===== src/hw/rtl/dual_tag_pose_aligner_unit_assert.svh =====
// Assertion macros for the dual tag pose aligner.
// Included by the top level; depends on nothing else.
`ifndef DUAL_TAG_POSE_ALIGNER_UNIT_ASSERT_SVH
`define DUAL_TAG_POSE_ALIGNER_UNIT_ASSERT_SVH

// Same-cycle implication, quiet during reset
`define DTPA_ASSERT_NOW(lbl, ante, cons) \
   lbl: assert property (@(posedge clock) disable iff (reset) (ante) |-> (cons)) \
      else $error("dtpa check failed");

// Next-cycle implication, quiet during reset
`define DTPA_ASSERT_NEXT(lbl, ante, cons) \
   lbl: assert property (@(posedge clock) disable iff (reset) (ante) |=> (cons)) \
      else $error("dtpa check failed");

`endif


===== src/hw/rtl/dtpa_pkg.sv =====
// Shared types, codes and the arctangent table of the pose aligner.
// No dependencies.
package dtpa_pkg;

   // Operation codes of an input word
   localparam logic [1:0] OP_SAMPLE_A = 2'd0;
   localparam logic [1:0] OP_SAMPLE_B = 2'd1;
   localparam logic [1:0] OP_TICK     = 2'd2;

   localparam int ATAN_ENTRIES = 24;
   localparam int CORDIC_W     = 36;

   typedef struct packed {
      logic [1:0]         operation;
      logic [31:0]        sample_time;
      logic signed [31:0] sample_x;
      logic signed [31:0] sample_y;
   } req_word_type;

   typedef struct packed {
      logic signed [31:0] mid_x;
      logic signed [31:0] mid_y;
      logic signed [15:0] heading;
      logic [7:0]         dropped_count;
   } rsp_word_type;

   // One queued sample
   typedef struct packed {
      logic [31:0]        stamp;
      logic signed [31:0] pos_x;
      logic signed [31:0] pos_y;
   } entry_type;

   typedef enum logic [4:0] {
      CMD_IDLE,
      CMD_LOAD,
      CMD_PUSH,
      CMD_LATCH_LEAD,
      CMD_RD_NEXT,
      CMD_POP_LEAD,
      CMD_KEEP_PAIR,
      CMD_KEEP_L0,
      CMD_MD_LOAD,
      CMD_MUL_STEP,
      CMD_DIV_STEP,
      CMD_MD_DONE,
      CMD_COR_INIT,
      CMD_COR_STEP,
      CMD_EMIT
   } dp_op_type;

   typedef struct packed {
      dp_op_type  op;
      logic       axis_y;
      logic [4:0] step;
   } dp_cmd_type;

   typedef struct packed {
      logic [1:0] operation;
      logic       known;
      logic       both_ready;
      logic       lead_ok;
      logic       stale;
      logic       lead_multi;
      logic       lead_gt1;
      logic       out_free;
   } dp_status_type;

   typedef enum logic [4:0] {
      ST_IDLE,
      ST_DECODE,
      ST_TICK,
      ST_RD_HEADS,
      ST_LATCH,
      ST_CHKCNT,
      ST_RD_NEXT,
      ST_CHECK,
      ST_KEEP_L0,
      ST_MD_LOAD,
      ST_MUL,
      ST_DIV,
      ST_MD_DONE,
      ST_COR_INIT,
      ST_COR,
      ST_EMIT
   } ctrl_state_type;

   // atan(2^-i) as a 32-bit binary angle
   function automatic logic [31:0] atan_entry(input logic [4:0] idx);
      logic [31:0] v;
      case (idx)
         5'd0:  v = 32'd536870912;
         5'd1:  v = 32'd316933406;
         5'd2:  v = 32'd167458907;
         5'd3:  v = 32'd85004756;
         5'd4:  v = 32'd42667331;
         5'd5:  v = 32'd21354465;
         5'd6:  v = 32'd10679838;
         5'd7:  v = 32'd5340245;
         5'd8:  v = 32'd2670163;
         5'd9:  v = 32'd1335087;
         5'd10: v = 32'd667544;
         5'd11: v = 32'd333772;
         5'd12: v = 32'd166886;
         5'd13: v = 32'd83443;
         5'd14: v = 32'd41722;
         5'd15: v = 32'd20861;
         5'd16: v = 32'd10430;
         5'd17: v = 32'd5215;
         5'd18: v = 32'd2608;
         5'd19: v = 32'd1304;
         5'd20: v = 32'd652;
         5'd21: v = 32'd326;
         5'd22: v = 32'd163;
         5'd23: v = 32'd81;
         default: v = 32'd0;
      endcase
      return v;
   endfunction

endpackage


===== src/hw/rtl/dtpa_ctrl.sv =====
// Sequencer of the pose aligner: walks each word through push, stale drop,
// interpolation, heading and output. Depends on dtpa_pkg.
module dtpa_ctrl import dtpa_pkg::*; #(
   parameter int CORDIC_STEPS = 16
) (
   input  logic          clock,
   input  logic          reset,
   input  logic          req_valid,
   output logic          idle,
   input  dp_status_type status,
   output dp_cmd_type    cmd
);

   localparam int NSTEP = (CORDIC_STEPS < ATAN_ENTRIES) ? CORDIC_STEPS : ATAN_ENTRIES;

   ctrl_state_type state_ff, state_in;
   logic [6:0]     cnt_ff, cnt_in;
   logic           axis_ff, axis_in;

   // State register
   always_ff @(posedge clock) begin
      if (reset) begin
         state_ff <= ST_IDLE;
         cnt_ff   <= '0;
         axis_ff  <= 1'b0;
      end else begin
         state_ff <= state_in;
         cnt_ff   <= cnt_in;
         axis_ff  <= axis_in;
      end
   end

   // Next state and commands
   always_comb begin
      state_in   = state_ff;
      cnt_in     = cnt_ff;
      axis_in    = axis_ff;
      cmd.op     = CMD_IDLE;
      cmd.axis_y = axis_ff;
      cmd.step   = cnt_ff[4:0];
      idle       = 1'b0;
      case (state_ff)
         ST_IDLE: begin
            idle = 1'b1;
            if (req_valid) begin
               cmd.op   = CMD_LOAD;
               state_in = ST_DECODE;
            end
         end
         ST_DECODE: begin
            case (status.operation)
               OP_SAMPLE_A, OP_SAMPLE_B: begin
                  cmd.op   = CMD_PUSH;
                  state_in = ST_IDLE;
               end
               OP_TICK: state_in = ST_TICK;
               default: state_in = ST_IDLE;
            endcase
         end
         ST_TICK: begin
            if (status.known) state_in = ST_CHKCNT;
            else if (status.both_ready) state_in = ST_RD_HEADS;
            else state_in = ST_IDLE;
         end
         // head reads are in flight
         ST_RD_HEADS: state_in = ST_LATCH;
         ST_LATCH: begin
            cmd.op   = CMD_LATCH_LEAD;
            state_in = ST_CHKCNT;
         end
         ST_CHKCNT: state_in = status.lead_ok ? ST_RD_NEXT : ST_IDLE;
         ST_RD_NEXT: begin
            cmd.op   = CMD_RD_NEXT;
            state_in = ST_CHECK;
         end
         // drop a stale leading head or keep the pair
         ST_CHECK: begin
            if (status.stale) begin
               cmd.op   = CMD_POP_LEAD;
               state_in = status.lead_multi ? ST_RD_NEXT : ST_IDLE;
            end else begin
               cmd.op   = CMD_KEEP_PAIR;
               state_in = ST_KEEP_L0;
            end
         end
         ST_KEEP_L0: begin
            cmd.op   = CMD_KEEP_L0;
            axis_in  = 1'b0;
            state_in = ST_MD_LOAD;
         end
         ST_MD_LOAD: begin
            cmd.op   = CMD_MD_LOAD;
            cnt_in   = '0;
            state_in = ST_MUL;
         end
         ST_MUL: begin
            cmd.op = CMD_MUL_STEP;
            cnt_in = cnt_ff + 7'd1;
            if (cnt_ff == 7'd31) begin
               cnt_in   = '0;
               state_in = ST_DIV;
            end
         end
         ST_DIV: begin
            cmd.op = CMD_DIV_STEP;
            cnt_in = cnt_ff + 7'd1;
            if (cnt_ff == 7'd64) state_in = ST_MD_DONE;
         end
         ST_MD_DONE: begin
            cmd.op = CMD_MD_DONE;
            if (axis_ff) begin
               state_in = ST_COR_INIT;
            end else begin
               axis_in  = 1'b1;
               state_in = ST_MD_LOAD;
            end
         end
         ST_COR_INIT: begin
            cmd.op   = CMD_COR_INIT;
            cnt_in   = '0;
            state_in = ST_COR;
         end
         ST_COR: begin
            cmd.op = CMD_COR_STEP;
            cnt_in = cnt_ff + 7'd1;
            if (cnt_ff == 7'(NSTEP - 1)) state_in = ST_EMIT;
         end
         ST_EMIT: begin
            if (status.out_free) begin
               cmd.op   = CMD_EMIT;
               state_in = ST_IDLE;
            end
         end
         default: state_in = ST_IDLE;
      endcase
   end

endmodule


===== config.mk =====
export PLATFORM = sky130hd
export DESIGN_NAME = dtpa_ctrl
export DESIGN_NICKNAME = d
export VERILOG_FILES = /design/src/hw/rtl/dual_tag_pose_aligner_unit_assert.svh /design/src/hw/rtl/dtpa_pkg.sv /design/src/hw/rtl/dtpa_ctrl.sv
export SDC_FILE = /design/constraint.sdc
export NUM_CORES = 1
export LEC_CHECK = 0
export BUFFER_PORTS_ARGS = -buffer_cell sky130_fd_sc_hd__buf_4
export CAP_MARGIN = 5
export CORE_MARGIN = 2
export CORE_UTILIZATION = 40
export DETAILED_ROUTE_END_ITERATION = 12
export SLEW_MARGIN = 20
export SYNTH_ARGS = -nofsm -noshare
export SYNTH_HDL_FRONTEND = slang
export SYNTH_SLANG_ARGS = --single-unit
export TNS_END_PERCENT = 10

===== constraint.sdc =====
create_clock -name clock -period 3 [get_ports clock]
set_clock_uncertainty 0.05 [all_clocks]
set_input_delay 0.6 -clock clock [delete_from_list [all_inputs] [get_ports clock]]
set_output_delay 0.6 -clock clock [all_outputs]
set_load 0.01 [all_outputs]

==> results.py <==
metrics = {
    "cts": {
        "cts.repair.resized": 0,
        "cts_tree": "built",
        "clock_path_buffers": 2,
        "post_cts_buffers": 0,
        "cts_buffers": 3,
        "h-tree-depth": 1,
        "hold_buffers": 0,
        "cts_sinks": 12,
        "worstSkewPairLatency_ps": 290,
        "root_buffer": "clkbuf_4",
        "cts.clk_slew.worst_paths_ps": 80,
    },
    "finish": {
        "drive_gt1_share_pct": 18.9,
        "diodes": 0,
        "fin_nets": 159,
        "area_delta_synth_final_pct": 13.1,
    },
    "drt": {
        "drc": 0,
        "ant_nets": 0,
        "drt_iter0_drc": 19,
        "num_vias": 1008,
        "avgViaCountPerCell": 5.83,
        "routedWlPerCell_um": 14.2,
        "drtPass1Iterations": 4,
        "wl_um": 2470,
    },
    "sta": {
        "rsz0062_at_grt": "false",
        "setup_ws_ps": 474,
        "period_minus_slack_ps": 2530,
        "max_slew.worst_pin.slew_ps": 755,
        "hold_viol_final": 0,
        "setup_viol": 0,
        "max_freq_mhz": 396,
        "setup_tns_ps": 0,
        "slew_headroom_pct": 49.6,
        "slew_viol_final": 0,
        "fin_crit_sh_pct": 84.2,
    },
    "synthesis": {
        "ys_warn_count": 0,
        "seq_area_frac_synth_pct": 24.2,
        "synthesis.nets": 149,
        "synth_edf_count": 0,
        "avgSynthCellArea_um2": 7.36,
        "synth-seq-cells": 12,
        "synth-main-ff-cell": "dfxtp_1",
        "syn_inst": 135,
        "yosysUniqueCellTypes": 50,
        "syn-cell-area_um2": 993,
        "ys_async_sr_fraction_pct": 0,
    },
    "global_routing": {
        "grt_overflow": 0,
        "grt_pass1_vias": 847,
        "antenna_found_initial": 0,
        "grt_pass1_wl_um": 3890,
        "grt_max_degree": 26,
        "grtUsageTotal_pct": 18.8,
    },
    "critical_path": {
        "path_buf_inv": 1,
        "cp_top_family": "flip-flops",
        "start_kind": "flip-flop",
        "timing.critical_path.required_ps": 2350,
        "crit_chain": "and3_1 > a31o_1 > buf_4",
        "cp-end-kind": "primary output",
        "critical_path_class": "flip-flop to primary output",
        "crit_fanout": 25,
        "cpPeakStageDelay_ps": 810,
        "crit_arrival_ps": 1880,
        "slowest_stage": "dfxtp_1",
    },
    "die": {
        "fp.dieW_um": 53.8,
        "die_h_um": 53.8,
        "core_area_um2": 2410,
        "io_pins": 24,
        "start_util_pct": 41.2,
        "dieArea_um2": 2900,
        "rows": 18,
    },
    "placed_design": {
        "portBuffers": 21,
        "place.gp.congestion": 0.790,
        "place_ws_ps": 793,
        "place_hpwl_um": 1740,
    },
    "power": {
        "ir_drop_uv": 202,
        "powerDensity_nw_per_um2": 282,
        "power.leakage_nw": 0.415,
    },
    "run": {
        "drv_cap": 0,
    },
    "min_path": {
        "hold_path.class": "primary input to flip-flop",
    },
    "run_status": {
        "status": "finished, final reports clean",
    },
}
[report_power, final]
group | leakage, nW | total [mW] | switching (mW) | internal [mW]
logic | 0.305 | 0.0435 | 0.0203 | 0.0231
clock network | 0.0138 | 0.105 | 0.0582 | 0.0467
registers | 0.0969 | 0.168 | 0.00748 | 0.160
total | 0.415 | 0.316 | 0.0860 | 0.230
[synthesized netlist by cell type, drive strengths merged, types with 2 or more instances]
library cell | instances | area share (%)
nor4b | 2 | 1.8
ha | 2 | 2.5
buf | 14 | 8.4
o2bb2ai | 2 | 1.8
inv | 5 | 1.9
o31a | 3 | 2.6
dfxtp | 12 | 24
nor3 | 7 | 4.0
o22ai | 2 | 1.3
nand3 | 4 | 2.0
nand2 | 10 | 3.8
xnor2 | 5 | 4.4
nor4 | 2 | 1.3
a21oi | 8 | 4.0
nor2 | 13 | 4.9
nand2b | 5 | 3.1
a311oi | 2 | 1.8
clkbuf | 3 | 1.1
a211o | 2 | 1.8
and3 | 2 | 1.3
o21ai | 6 | 3.0
[worst reg2reg max path: stages (launching register included)]
cell and delay, ps:
dfxtp_1 810, nor4b_1 130, and2_1 210, o32ai_1 470
mux2i_1 260
[registers in the layout, summed over array words and instances (netlist names)]
| register | count |
|---|---|
| axis_ff | 1 |
| state_ff | 4 |
| cnt_ff | 7 |
[final timing paths]
| kind | from | to | slack (ps) | cells past startpoint |
|---|---|---|---|---|
| worst max register to register | state_ff[0]$_SDFFE_PP0P_ | state_ff[0]$_SDFFE_PP0P_ | 990 | 4 |
| worst min register to register | cnt_ff[1]$_SDFFE_PP0P_ | cnt_ff[1]$_SDFFE_PP0P_ | 500 | 2 |
| worst max-delay path | state_ff[0]$_SDFFE_PP0P_ | cmd[6] | 470 | 3 |
| worst min-delay path | reset | axis_ff$_SDFFE_PP0P_ | 480 | 2 |
[logic make-up (layout without fill, tap and decap cells)]
logic type / after synthesis / after routing / share of synthesized area, %
xor+xnor: 5 / 5 / 4.41
buf+inv: 23 / 31 / 11.8
mux: 2 / 2 / 2.14
compound gates: 37 / 37 / 26.6
simple gates: 53 / 53 / 28.0
other cells: 1 / 1 / 0.377
fa+ha+maj: 2 / 2 / 2.52
flops: 12 / 12 / 24.2
[layer usage]
metal | routed length [µm] | global-route usage (%)
met5 | 0 | 0
met4 | 39 | 8.12
met1 | 1190 | 26.1
met3 | 119 | 5.00
met2 | 1110 | 27.0
[cell type report]
type | instances | area, µm²
fill | 245 | 1290
multi-input combinational | 100 | 636
sequential | 12 | 240
timing repair buffer | 22 | 165
tap | 30 | 37.5
clock buffer | 3 | 22.5
inverter | 6 | 22.5
[layout by cell type (no fill, tap or decap), types with 5 or more instances in the layout]
cell	Yosys	layout
xnor2_1	5	5
nor3_1	6	6
nand2_1	10	10
nand2b_1	5	5
a21oi_1	8	8
nor2_1	13	13
buf_4	7	22
dfxtp_1	12	12
[per-stage QoR]
stage / std cells / total power [mW] / hold WS (ps) / area, µm² / utilization, %
floorplan: 135 / 0.194 / 446 / 993 / -
global placement: 170 / 0.214 / 479 / 1100 / 45.7
detailed placement: 170 / 0.215 / 481 / 1100 / 45.7
CTS: 173 / 0.320 / 477 / 1120 / 46.6
global route: 173 / 0.333 / 485 / 1120 / 46.6
finish: 173 / 0.316 / 483 / 1120 / 46.6
No activity file was read; power rests on OpenSTA's default activity.
